**src/design/lfps_pkg.sv**
```systemverilog
`timescale 1ns / 1ps

package lfps_pkg;

   // Default structure
   localparam int SENSORS_DEF   = 5;
   localparam int GAIN_FRAC_DEF = 12;

   // Field widths
   localparam int POS_W      = 12;
   localparam int ERR_W      = 12;
   localparam int DIFF_W     = 13;
   localparam int INTEG_W    = 9;
   localparam int CORR_W     = 9;
   localparam int SPEED_W    = 8;
   localparam int GAIN_W     = 16;
   localparam int TRIM_W     = 9;
   localparam int SUM_W      = 32;
   localparam int SPIN_X_W   = 10;
   localparam int SPIN_Y_W   = 13;
   localparam int RECIP_W    = 13;
   localparam int SPIN_Q_W   = SPIN_Y_W + RECIP_W;
   localparam int RECIP_SH   = 16;
   localparam int MIX_W      = 11;
   localparam int CSR_IDX_W  = 3;
   localparam int CSR_DATA_W = 16;

   // Tracking constants
   localparam logic [POS_W-1:0]          MAX_POS     = 12'd4000;
   localparam logic [POS_W-1:0]          CENTER_POS  = 12'd2000;
   localparam logic signed [ERR_W-1:0]   LOST_ERROR  = 12'sd20;
   localparam logic signed [DIFF_W-1:0]  INTEG_MAX   = 13'sd200;
   localparam logic signed [DIFF_W-1:0]  INTEG_MIN   = -13'sd200;
   localparam logic [SPEED_W-1:0]        SPEED_MAX   = 8'd255;
   // spin speed = x * 9 / 10, the divide done as a multiply by 2^16/10
   localparam logic [RECIP_W-1:0]        RECIP_TEN   = 13'd6554;

   // Steering modes
   localparam logic [1:0] MODE_FOLLOW   = 2'd0;
   localparam logic [1:0] MODE_SPIN_CW  = 2'd1;
   localparam logic [1:0] MODE_SPIN_CCW = 2'd2;

   // Edge that last saw the line
   localparam logic [1:0] SIDE_NONE  = 2'd0;
   localparam logic [1:0] SIDE_LEFT  = 2'd1;
   localparam logic [1:0] SIDE_RIGHT = 2'd2;

   // Register indexes
   localparam logic [CSR_IDX_W-1:0] CSR_GAIN_P     = 3'd0;
   localparam logic [CSR_IDX_W-1:0] CSR_GAIN_I     = 3'd1;
   localparam logic [CSR_IDX_W-1:0] CSR_GAIN_D     = 3'd2;
   localparam logic [CSR_IDX_W-1:0] CSR_BASE_SPEED = 3'd3;
   localparam logic [CSR_IDX_W-1:0] CSR_MAX_CORR   = 3'd4;
   localparam logic [CSR_IDX_W-1:0] CSR_LEFT_TRIM  = 3'd5;
   localparam logic [CSR_IDX_W-1:0] CSR_RIGHT_TRIM = 3'd6;

   // Register reset values
   localparam logic [GAIN_W-1:0]  GAIN_P_RST     = 16'd205;
   localparam logic [GAIN_W-1:0]  GAIN_I_RST     = 16'd0;
   localparam logic [GAIN_W-1:0]  GAIN_D_RST     = 16'd1638;
   localparam logic [SPEED_W-1:0] BASE_SPEED_RST = 8'd70;
   localparam logic [SPEED_W-1:0] MAX_CORR_RST   = 8'd250;

endpackage

```
**src/design/line_follow_pid_steering.sv**
```systemverilog
`timescale 1ns / 1ps

// Each request passes through four register stages (input, error/state, gain
// multipliers, sum/clamp/mix) before its result is valid.
// Throughput: one request per cycle while rsp_ready accepts results.
// Each stage stalls only when the stage after it is full and blocked.
// Reset (synchronous, active high) empties the pipeline, returns to follow
// mode with cleared PID state and loads the default register values.
module line_follow_pid_steering #(
   parameter int SENSORS            = lfps_pkg::SENSORS_DEF,
   parameter int GAIN_FRACTION_BITS = lfps_pkg::GAIN_FRAC_DEF
) (
   input  logic                               clock,
   input  logic                               reset,
   input  logic                               req_valid,
   output logic                               req_ready,
   input  logic [lfps_pkg::POS_W-1:0]         req_position,
   input  logic [SENSORS-1:0]                 req_line_mask,
   output logic                               rsp_valid,
   input  logic                               rsp_ready,
   output logic                               rsp_update,
   output logic [lfps_pkg::SPEED_W-1:0]       rsp_left_speed,
   output logic [lfps_pkg::SPEED_W-1:0]       rsp_right_speed,
   output logic                               rsp_left_forward,
   output logic                               rsp_right_forward,
   output logic signed [lfps_pkg::ERR_W-1:0]  rsp_line_error,
   output logic signed [lfps_pkg::CORR_W-1:0] rsp_correction,
   output logic [1:0]                         rsp_steer_mode,
   input  logic                               csr_valid,
   output logic                               csr_ready,
   input  logic [lfps_pkg::CSR_IDX_W-1:0]     csr_index,
   input  logic [lfps_pkg::CSR_DATA_W-1:0]    csr_data
);

   localparam int ERR_W   = lfps_pkg::ERR_W;
   localparam int DIFF_W  = lfps_pkg::DIFF_W;
   localparam int INTEG_W = lfps_pkg::INTEG_W;
   localparam int GAIN_W  = lfps_pkg::GAIN_W;
   localparam int SUM_W   = lfps_pkg::SUM_W;
   localparam int MAG_W   = SUM_W - GAIN_FRACTION_BITS;
   localparam int PP_W    = GAIN_W + 1 + ERR_W;
   localparam int PI_W    = GAIN_W + 1 + INTEG_W;
   localparam int PD_W    = GAIN_W + 1 + DIFF_W;

   // ---------------------------------------------------------------- registers
   logic [GAIN_W-1:0]                  gain_p_ff, gain_i_ff, gain_d_ff;
   logic [lfps_pkg::SPEED_W-1:0]       base_speed_ff, max_corr_ff;
   logic signed [lfps_pkg::TRIM_W-1:0] left_trim_ff, right_trim_ff;

   logic [1:0]                 mode_ff, last_side_ff;
   logic signed [INTEG_W-1:0]  integ_ff;
   logic signed [ERR_W-1:0]    prev_err_ff;

   // pipeline valids and stall chain
   logic v_in_ff, v_b_ff, v_c_ff, v_o_ff;
   logic take_o, take_c, take_b, take_in, adv_in;

   // input stage
   logic [lfps_pkg::POS_W-1:0] pos_ff;
   logic [SENSORS-1:0]         mask_ff;

   // ------------------------------------------------------------ stall chain
   assign take_o    = !v_o_ff || rsp_ready;
   assign take_c    = !v_c_ff || take_o;
   assign take_b    = !v_b_ff || take_c;
   assign take_in   = !v_in_ff || take_b;
   assign adv_in    = v_in_ff && take_b;
   assign req_ready = take_in;
   assign csr_ready = 1'b1;

   // ------------------------------------------------------------ config writes
   always_ff @(posedge clock) begin
      if (reset) begin
         gain_p_ff     <= lfps_pkg::GAIN_P_RST;
         gain_i_ff     <= lfps_pkg::GAIN_I_RST;
         gain_d_ff     <= lfps_pkg::GAIN_D_RST;
         base_speed_ff <= lfps_pkg::BASE_SPEED_RST;
         max_corr_ff   <= lfps_pkg::MAX_CORR_RST;
         left_trim_ff  <= '0;
         right_trim_ff <= '0;
      end else if (csr_valid) begin
         case (csr_index)
            lfps_pkg::CSR_GAIN_P:     gain_p_ff     <= csr_data;
            lfps_pkg::CSR_GAIN_I:     gain_i_ff     <= csr_data;
            lfps_pkg::CSR_GAIN_D:     gain_d_ff     <= csr_data;
            lfps_pkg::CSR_BASE_SPEED: base_speed_ff <= csr_data[lfps_pkg::SPEED_W-1:0];
            lfps_pkg::CSR_MAX_CORR:   max_corr_ff   <= csr_data[lfps_pkg::SPEED_W-1:0];
            lfps_pkg::CSR_LEFT_TRIM:  left_trim_ff  <= $signed(csr_data[lfps_pkg::TRIM_W-1:0]);
            lfps_pkg::CSR_RIGHT_TRIM: right_trim_ff <= $signed(csr_data[lfps_pkg::TRIM_W-1:0]);
            default: ;
         endcase
      end
   end

   // ------------------------------------------------------------ input stage
   always_ff @(posedge clock) begin
      if (reset) begin
         v_in_ff <= 1'b0;
      end else if (take_in) begin
         v_in_ff <= req_valid;
      end
      if (take_in) begin
         pos_ff  <= req_position;
         mask_ff <= req_line_mask;
      end
   end

   // ------------------------------------------- error and state stage (logic)
   logic [lfps_pkg::POS_W-1:0]   pos_clip;
   logic signed [DIFF_W-1:0]     err_wide, integ_sum, diff_in;
   logic                         mask_empty, left_bit, right_bit, in_spin, hold_in;
   logic                         spin_enter;
   logic [1:0]                   side_base, side_in, mode_new, mode_b_in;
   logic signed [ERR_W-1:0]      err_new, err_b_in;
   logic signed [INTEG_W-1:0]    integ_in;
   logic signed [lfps_pkg::SPIN_X_W-1:0] spin_xl, spin_xr;
   logic [lfps_pkg::SPIN_Y_W-1:0]        spin_yl_in, spin_yr_in;

   always_comb begin
      // clip position and form the raw error
      pos_clip   = (pos_ff > lfps_pkg::MAX_POS) ? lfps_pkg::MAX_POS : pos_ff;
      err_wide   = $signed({1'b0, pos_clip}) - $signed({1'b0, lfps_pkg::CENTER_POS});
      mask_empty = (mask_ff == '0);
      left_bit   = mask_ff[0];
      right_bit  = mask_ff[SENSORS-1];
      in_spin    = (mode_ff == lfps_pkg::MODE_SPIN_CW) || (mode_ff == lfps_pkg::MODE_SPIN_CCW);
      hold_in    = in_spin && mask_empty;

      // line back during a spin clears the remembered edge
      side_base = in_spin ? lfps_pkg::SIDE_NONE : last_side_ff;
      if (left_bit != right_bit) begin
         side_in = left_bit ? lfps_pkg::SIDE_LEFT : lfps_pkg::SIDE_RIGHT;
      end else begin
         side_in = side_base;
      end

      // substitute the lost-line error
      err_new = err_wide[ERR_W-1:0];
      if (mask_empty && side_in == lfps_pkg::SIDE_RIGHT) begin
         err_new = lfps_pkg::LOST_ERROR;
      end else if (mask_empty && side_in == lfps_pkg::SIDE_LEFT) begin
         err_new = -lfps_pkg::LOST_ERROR;
      end

      // integral: clear at zero error, else accumulate and clamp
      integ_sum = DIFF_W'(integ_ff) + DIFF_W'(err_new);
      if (err_new == '0) begin
         integ_in = '0;
      end else if (integ_sum > lfps_pkg::INTEG_MAX) begin
         integ_in = lfps_pkg::INTEG_MAX[INTEG_W-1:0];
      end else if (integ_sum < lfps_pkg::INTEG_MIN) begin
         integ_in = lfps_pkg::INTEG_MIN[INTEG_W-1:0];
      end else begin
         integ_in = integ_sum[INTEG_W-1:0];
      end
      diff_in = DIFF_W'(err_new) - DIFF_W'(prev_err_ff);

      // enter a spin on a substituted error with no sensor on the line
      spin_enter = mask_empty
                   && (err_new == lfps_pkg::LOST_ERROR || err_new == -lfps_pkg::LOST_ERROR);
      if (spin_enter) begin
         mode_new = (err_new == lfps_pkg::LOST_ERROR) ? lfps_pkg::MODE_SPIN_CW
                                                      : lfps_pkg::MODE_SPIN_CCW;
      end else begin
         mode_new = lfps_pkg::MODE_FOLLOW;
      end

      // a held spin repeats the previous error and keeps its mode
      err_b_in  = hold_in ? prev_err_ff : err_new;
      mode_b_in = hold_in ? mode_ff : mode_new;

      // spin speed numerators: (base - trim) * 9, zero when not positive
      spin_xl = $signed({2'b00, base_speed_ff}) - lfps_pkg::SPIN_X_W'(left_trim_ff);
      spin_xr = $signed({2'b00, base_speed_ff}) - lfps_pkg::SPIN_X_W'(right_trim_ff);
      if (spin_xl > 0) begin
         spin_yl_in = {1'b0, spin_xl[8:0], 3'b000} + {4'b0000, spin_xl[8:0]};
      end else begin
         spin_yl_in = '0;
      end
      if (spin_xr > 0) begin
         spin_yr_in = {1'b0, spin_xr[8:0], 3'b000} + {4'b0000, spin_xr[8:0]};
      end else begin
         spin_yr_in = '0;
      end
   end

   // update controller state as the item leaves the input stage, unless a spin is held
   always_ff @(posedge clock) begin
      if (reset) begin
         mode_ff      <= lfps_pkg::MODE_FOLLOW;
         last_side_ff <= lfps_pkg::SIDE_NONE;
         integ_ff     <= '0;
         prev_err_ff  <= '0;
      end else if (adv_in && !hold_in) begin
         mode_ff      <= mode_new;
         last_side_ff <= side_in;
         integ_ff     <= integ_in;
         prev_err_ff  <= err_new;
      end
   end

   // ------------------------------------------------------ error stage regs
   logic signed [ERR_W-1:0]       err_b_ff;
   logic signed [INTEG_W-1:0]     integ_b_ff;
   logic signed [DIFF_W-1:0]      diff_b_ff;
   logic                          hold_b_ff;
   logic [1:0]                    mode_b_ff;
   logic [lfps_pkg::SPIN_Y_W-1:0] spin_yl_b_ff, spin_yr_b_ff;

   always_ff @(posedge clock) begin
      if (reset) begin
         v_b_ff <= 1'b0;
      end else if (take_b) begin
         v_b_ff <= v_in_ff;
      end
      if (take_b) begin
         err_b_ff     <= err_b_in;
         integ_b_ff   <= integ_in;
         diff_b_ff    <= diff_in;
         hold_b_ff    <= hold_in;
         mode_b_ff    <= mode_b_in;
         spin_yl_b_ff <= spin_yl_in;
         spin_yr_b_ff <= spin_yr_in;
      end
   end

   // -------------------------------------------------------- multiplier stage
   logic signed [PP_W-1:0] prod_p;
   logic signed [PI_W-1:0] prod_i;
   logic signed [PD_W-1:0] prod_d;

   assign prod_p = $signed({1'b0, gain_p_ff}) * err_b_ff;
   assign prod_i = $signed({1'b0, gain_i_ff}) * integ_b_ff;
   assign prod_d = $signed({1'b0, gain_d_ff}) * diff_b_ff;

   logic signed [SUM_W-1:0]        prod_p_c_ff, prod_i_c_ff, prod_d_c_ff;
   logic [lfps_pkg::SPIN_Q_W-1:0]  spin_ql_c_ff, spin_qr_c_ff;
   logic signed [ERR_W-1:0]        err_c_ff;
   logic                           hold_c_ff;
   logic [1:0]                     mode_c_ff;

   always_ff @(posedge clock) begin
      if (reset) begin
         v_c_ff <= 1'b0;
      end else if (take_c) begin
         v_c_ff <= v_b_ff;
      end
      if (take_c) begin
         prod_p_c_ff  <= SUM_W'(prod_p);
         prod_i_c_ff  <= SUM_W'(prod_i);
         prod_d_c_ff  <= SUM_W'(prod_d);
         spin_ql_c_ff <= spin_yl_b_ff * lfps_pkg::RECIP_TEN;
         spin_qr_c_ff <= spin_yr_b_ff * lfps_pkg::RECIP_TEN;
         err_c_ff     <= err_b_ff;
         hold_c_ff    <= hold_b_ff;
         mode_c_ff    <= mode_b_ff;
      end
   end

   // ------------------------------------------------- sum, clamp and mix stage
   logic signed [SUM_W-1:0]           pid_sum;
   logic [SUM_W-1:0]                  pid_abs;
   logic [MAG_W-1:0]                  pid_mag;
   logic [lfps_pkg::SPEED_W-1:0]      mag_lim;
   logic signed [lfps_pkg::CORR_W-1:0] corr_in;
   logic signed [lfps_pkg::MIX_W-1:0] mix_l, mix_r;
   logic [lfps_pkg::SPIN_Q_W-lfps_pkg::RECIP_SH-1:0] spin_sl, spin_sr;
   logic [lfps_pkg::SPEED_W-1:0]      left_speed_in, right_speed_in;
   logic                              spin_out, left_fwd_in, right_fwd_in;

   always_comb begin
      // truncate toward zero, then clamp the magnitude
      pid_sum = prod_p_c_ff + prod_i_c_ff + prod_d_c_ff;
      pid_abs = pid_sum[SUM_W-1] ? $unsigned(-pid_sum) : $unsigned(pid_sum);
      pid_mag = pid_abs[SUM_W-1:GAIN_FRACTION_BITS];
      if (pid_mag > MAG_W'(max_corr_ff)) begin
         mag_lim = max_corr_ff;
      end else begin
         mag_lim = pid_mag[lfps_pkg::SPEED_W-1:0];
      end
      if (hold_c_ff) begin
         corr_in = '0;
      end else if (pid_sum[SUM_W-1]) begin
         corr_in = -$signed({1'b0, mag_lim});
      end else begin
         corr_in = $signed({1'b0, mag_lim});
      end

      // follow speeds
      mix_l = $signed({3'b000, base_speed_ff}) + lfps_pkg::MIX_W'(corr_in)
              - lfps_pkg::MIX_W'(left_trim_ff);
      mix_r = $signed({3'b000, base_speed_ff}) - lfps_pkg::MIX_W'(corr_in)
              - lfps_pkg::MIX_W'(right_trim_ff);

      // spin speeds: drop the reciprocal scaling
      spin_sl = spin_ql_c_ff[lfps_pkg::SPIN_Q_W-1:lfps_pkg::RECIP_SH];
      spin_sr = spin_qr_c_ff[lfps_pkg::SPIN_Q_W-1:lfps_pkg::RECIP_SH];

      spin_out = (mode_c_ff == lfps_pkg::MODE_SPIN_CW)
                 || (mode_c_ff == lfps_pkg::MODE_SPIN_CCW);
      if (spin_out) begin
         left_speed_in  = (spin_sl > 10'(lfps_pkg::SPEED_MAX)) ? lfps_pkg::SPEED_MAX
                                                              : spin_sl[7:0];
         right_speed_in = (spin_sr > 10'(lfps_pkg::SPEED_MAX)) ? lfps_pkg::SPEED_MAX
                                                              : spin_sr[7:0];
         left_fwd_in    = (mode_c_ff == lfps_pkg::MODE_SPIN_CW);
         right_fwd_in   = !left_fwd_in;
      end else begin
         if (mix_l < 0) begin
            left_speed_in = '0;
         end else if (mix_l > $signed({3'b000, lfps_pkg::SPEED_MAX})) begin
            left_speed_in = lfps_pkg::SPEED_MAX;
         end else begin
            left_speed_in = mix_l[7:0];
         end
         if (mix_r < 0) begin
            right_speed_in = '0;
         end else if (mix_r > $signed({3'b000, lfps_pkg::SPEED_MAX})) begin
            right_speed_in = lfps_pkg::SPEED_MAX;
         end else begin
            right_speed_in = mix_r[7:0];
         end
         left_fwd_in  = 1'b1;
         right_fwd_in = 1'b1;
      end
   end

   // ------------------------------------------------------------ result stage
   always_ff @(posedge clock) begin
      if (reset) begin
         v_o_ff <= 1'b0;
      end else if (take_o) begin
         v_o_ff <= v_c_ff;
      end
      if (take_o) begin
         rsp_left_speed    <= left_speed_in;
         rsp_right_speed   <= right_speed_in;
         rsp_left_forward  <= left_fwd_in;
         rsp_right_forward <= right_fwd_in;
         rsp_line_error    <= err_c_ff;
         rsp_correction    <= corr_in;
         rsp_steer_mode    <= mode_c_ff;
      end
   end

   assign rsp_valid  = v_o_ff;
   assign rsp_update = 1'b1;

   // ------------------------------------------------------------ assertions
   a_integ_range: assert property (@(posedge clock) disable iff (reset)
      (integ_ff <= 9'sd200) && (integ_ff >= -9'sd200))
      else $error("integral left its clamp range");

   a_hold_keeps_state: assert property (@(posedge clock) disable iff (reset)
      (adv_in && hold_in) |=> (integ_ff == $past(integ_ff))
                              && (prev_err_ff == $past(prev_err_ff))
                              && (mode_ff == $past(mode_ff)))
      else $error("held spin tick changed PID state");

   a_corr_bound: assert property (@(posedge clock) disable iff (reset)
      rsp_valid |-> ((!rsp_correction[8] && rsp_correction[7:0] <= max_corr_ff)
                     || (rsp_correction[8]
                         && ($unsigned(-rsp_correction) <= {1'b0, max_corr_ff}))))
      else $error("correction exceeds its clamp");

   a_follow_forward: assert property (@(posedge clock) disable iff (reset)
      (rsp_valid && rsp_steer_mode == lfps_pkg::MODE_FOLLOW)
         |-> (rsp_left_forward && rsp_right_forward))
      else $error("follow command drives a wheel backward");

   a_spin_opposed: assert property (@(posedge clock) disable iff (reset)
      (rsp_valid && rsp_steer_mode != lfps_pkg::MODE_FOLLOW)
         |-> (rsp_left_forward != rsp_right_forward))
      else $error("spin command without opposed wheels");

endmodule
```
**config.mk**
```make
export PLATFORM = sky130hd
export DESIGN_NAME = line_follow_pid_steering
export DESIGN_NICKNAME = d
export VERILOG_FILES = /design/src/design/lfps_pkg.sv /design/src/design/line_follow_pid_steering.sv
export SDC_FILE = /design/constraint.sdc
export NUM_CORES = 2
export LEC_CHECK = 0
export BUFFER_PORTS_ARGS = -buffer_cell sky130_fd_sc_hd__buf_2
export CAP_MARGIN = 20
export CORE_MARGIN = 2
export CORE_UTILIZATION = 51
export CTS_CLUSTER_SIZE = 30
export DETAILED_ROUTE_END_ITERATION = 8
export GPL_ROUTABILITY_DRIVEN = 0
export PLACE_DENSITY = 0.78
export SLEW_MARGIN = 30
export SYNTH_ARGS = -nofsm -noshare
export SYNTH_HDL_FRONTEND = slang
export SYNTH_SLANG_ARGS = --single-unit
```
**constraint.sdc**
```tcl
create_clock -name clock -period 18.91 [get_ports clock]
set_input_delay 3.782 -clock clock [delete_from_list [all_inputs] [get_ports clock]]
set_output_delay 3.782 -clock clock [all_outputs]
set_load 0.02 [all_outputs]
```
==> impl_metrics.env <==
export IMPL_status="finished clean"
export IMPL_required_ps=19330
export IMPL_post_drt_wl_per_cell_um=17.9
export IMPL_worstSetupPathType="reg -> reg"
export IMPL_cp_num_cells=42
export IMPL_slowest_delay_ps=600
export IMPL_crit_buf_inv=2
export IMPL_synth_cells=4436
export IMPL_hold_slack_ps=419
export IMPL_period_needed_ps=10370
export IMPL_cts_buffers=41
export IMPL_crit_family="compound AO/OA/AOI/OAI gates"
export IMPL_io_pins=86
export IMPL_hold_start="err_c_ff[4]"
export IMPL_cts_sinks=352
export IMPL_grtUsageMet1_pct=31.3
export IMPL_yosysWarningCount=0
export IMPL_grtUsageMet3_pct=3.15
export IMPL_die_h_um=293
export IMPL_synth_common_cells="764 x inv_1, 552 x ha_1, 533 x fa_1, 531 x nand2_1, 241 x edfxtp_1"
export IMPL_synthTopCellsByArea="fa_1 25%, edfxtp_1 17%, ha_1 16%"
export IMPL_antenna_cells=0
export IMPL_routed_wl_um=99200
export IMPL_grt_first_pass_wirelength_um=164000
export IMPL_use_met2_pct=39.7
export IMPL_tns_ps=0
export IMPL_max_freq_ghz=0.0964
export IMPL_cp_common_cell="o21ai_0"
export IMPL_post_route_period_util_pct=54.9
export IMPL_grt_pass1_vias=32000
export IMPL_die_w_um=293
export IMPL_cap_violations=0
export IMPL_synthToLayoutAreaGrowth_pct=6.54
export IMPL_die_area_um2=85700
export IMPL_busiest_layer="met2"
export IMPL_hold_buffers=0
export IMPL_ys_seq_area_share_pct=22.2
export IMPL_dr_pass1_iters=6
export IMPL_fin_skew_ps=22.3
export IMPL_synthArstFlopShare_pct=0
export IMPL_yosys_area_top_type_share_pct=25.1
export IMPL_reg2reg_to="rsp_left_speed[7]"
export IMPL_tightestPinTransition_ps=958
export IMPL_fillCellCount=7045
export IMPL_multi_input_area_um2=29700
export IMPL_timing_final_ws_setup_ps=8540
export IMPL_crit_fanout=33
export IMPL_post_place_ws_ps=8920
export IMPL_port_buffer_count=83
export IMPL_initial_core_util_pct=51.6
export IMPL_seqCellArea_um2=9460
export IMPL_holdPathStages=0
export IMPL_setup_viol=0
export IMPL_cp_slowest_cell="a211oi_1"
export IMPL_rsz0062_at_grt="false"
export IMPL_track_usage_pct=23.8
export IMPL_timing_rr_start="prod_p_c_ff[7]"
export IMPL_r2r_slack_ps=8540
export IMPL_worstSkewPairLatency_ps=590
export IMPL_hold_viol=0
export IMPL_syn_avg_cell_area_um2=9.59
export IMPL_placed_cell_area_um2=44000
export IMPL_clk_pin_slew_ps=70
export IMPL_cts_max_level=2
export IMPL_antenna_found_initial=1
export IMPL_post_cts_resized=0
export IMPL_drive_gt1_share_pct=5.24
export IMPL_antenna_left=0
export IMPL_core_um2=82400
export IMPL_drc=0
export IMPL_hold_path_endpoint="rsp_line_error[4]"
export IMPL_rows=105
export IMPL_overflow=0
export IMPL_grt_max_degree=93
export IMPL_viasPerCell=5.58
export IMPL_yosysMostFrequentCell="inv_1"
export IMPL_r2r_worst_path_cells=42
export IMPL_report_final_slew_viol_count=0
export IMPL_synth_seq_cells=352
export IMPL_synth_cell_type_count=99
export IMPL_hold_path_class="reg -> reg"
export IMPL_cts_tree="yes"
export IMPL_routed_via_count=31000
export IMPL_post_cts_buffers=0
export IMPL_arrival_ps=10790
export IMPL_design_area_um2=45300
export IMPL_yosysTopAreaCell="fa_1"
export IMPL_cp_start_kind="register"
export IMPL_ctsLongestPathBuffers=3
export IMPL_place_hpwl_um=77900
export IMPL_detail_route_iter0_violations=2313
export IMPL_maxSlewHeadroom_pct=34.5
export IMPL_end_kind="register"
export IMPL_syn_area_um2=42500
export IMPL_synth_edf_count=241
export IMPL_nets=5580
export IMPL_synthFlopType="edfxtp_1"
export IMPL_root_buffer="clkbuf_16"
==> metrics by stage <==
step / cells / util [%]
after floorplan: 4437 / -
after global placement: 5481 / 53.4
after detailed placement: 5481 / 53.4
after CTS: 5556 / 55.0
after global routing: 5556 / 55.0
final: 5556 / 55.0
==> per-layer routing <==
layer	vias up	wire (um)	part of all wire (%)
met2	997	47000	47
met3	240	6170	6.2
li1	14500	-	-
met1	15300	41600	42
met5	-	13	0.013
met4	2	4410	4.4
==> worst max-delay path by stage <==
stage,end,slack [ps],from
after floorplan,rsp_right_speed[0],9580,prod_p_c_ff[7]
after global placement,rsp_left_speed[5],9190,prod_p_c_ff[7]
after detailed placement,rsp_left_speed[5],8920,prod_p_c_ff[7]
after CTS,rsp_left_speed[7],8720,prod_p_c_ff[7]
after global routing,rsp_left_speed[7],7560,prod_p_c_ff[7]
final,rsp_left_speed[7],8540,prod_p_c_ff[7]
==> worst register-to-register path, delay by kind of cell, from the launching register on <==
kind | cells | cell delay (ps)
AO/OA/AOI/OAI | 23 | 4990
XOR/XNOR | 1 | 350
adder cells (fa/ha/maj) | 6 | 2520
buffers and inverters | 2 | 400
flip-flops | 1 | 400
multiplexers | 1 | 330
AND/OR/NAND/NOR | 9 | 1240
==> registers in the layout, summed over array words and instances (netlist names), 10 cells and up <==
signal          cells
prod_d_c_ff        30
prod_p_c_ff        29
prod_i_c_ff        26
gain_d_ff          16
gain_i_ff          16
gain_p_ff          16
diff_b_ff          13
spin_yl_b_ff       13
spin_yr_b_ff       13
err_b_ff           12
err_c_ff           12
pos_ff             12
prev_err_ff        12
rsp_line_error     12
spin_ql_c_ff       10
spin_qr_c_ff       10
==> layout make-up <==
| type | count | share of cell area, % |
|---|---|---|
| clock buffers | 52 | 2.47 |
| clock inverters | 23 | 0.461 |
| inverters | 765 | 6.34 |
| multi-input cells | 3185 | 65.5 |
| flip-flops and latches | 352 | 20.9 |
| well taps | 1070 | 2.95 |
| repair buffers | 109 | 1.37 |
==> kinds of logic (layout without fill, tap and decap cells) <==
group           after synthesis  in the layout  share of synthesized area, %
simple gates               1321           1321                          15.2
fa+ha+maj                  1086           1086                          41.3
buf+inv                     900            949                          7.99
compound gates              582            582                          9.04
flops                       352            352                          22.2
xor+xnor                    172            172                          3.58
mux                          22             22                         0.562
other cells                   1              2                       0.00881
==> cells in the final DEF, fill, tap and decap left out, drive strengths merged, types with 52 or more instances in the layout <==
cell type	netlist	routed
a21o	61	61
a21oi	196	196
and2	239	239
buf	12	109
clkbuf	123	52
dfxtp	111	111
edfxtp	241	241
fa	533	533
ha	552	552
inv	765	766
nand2	531	531
nand2b	60	60
nor2	196	196
nor2b	58	58
nor3	59	59
o21ai	85	85
xnor2	122	122
Power is left out: the tool's default activity adds up to more than one toggle a clock period on the data nets, which glitch-free logic cannot reach.
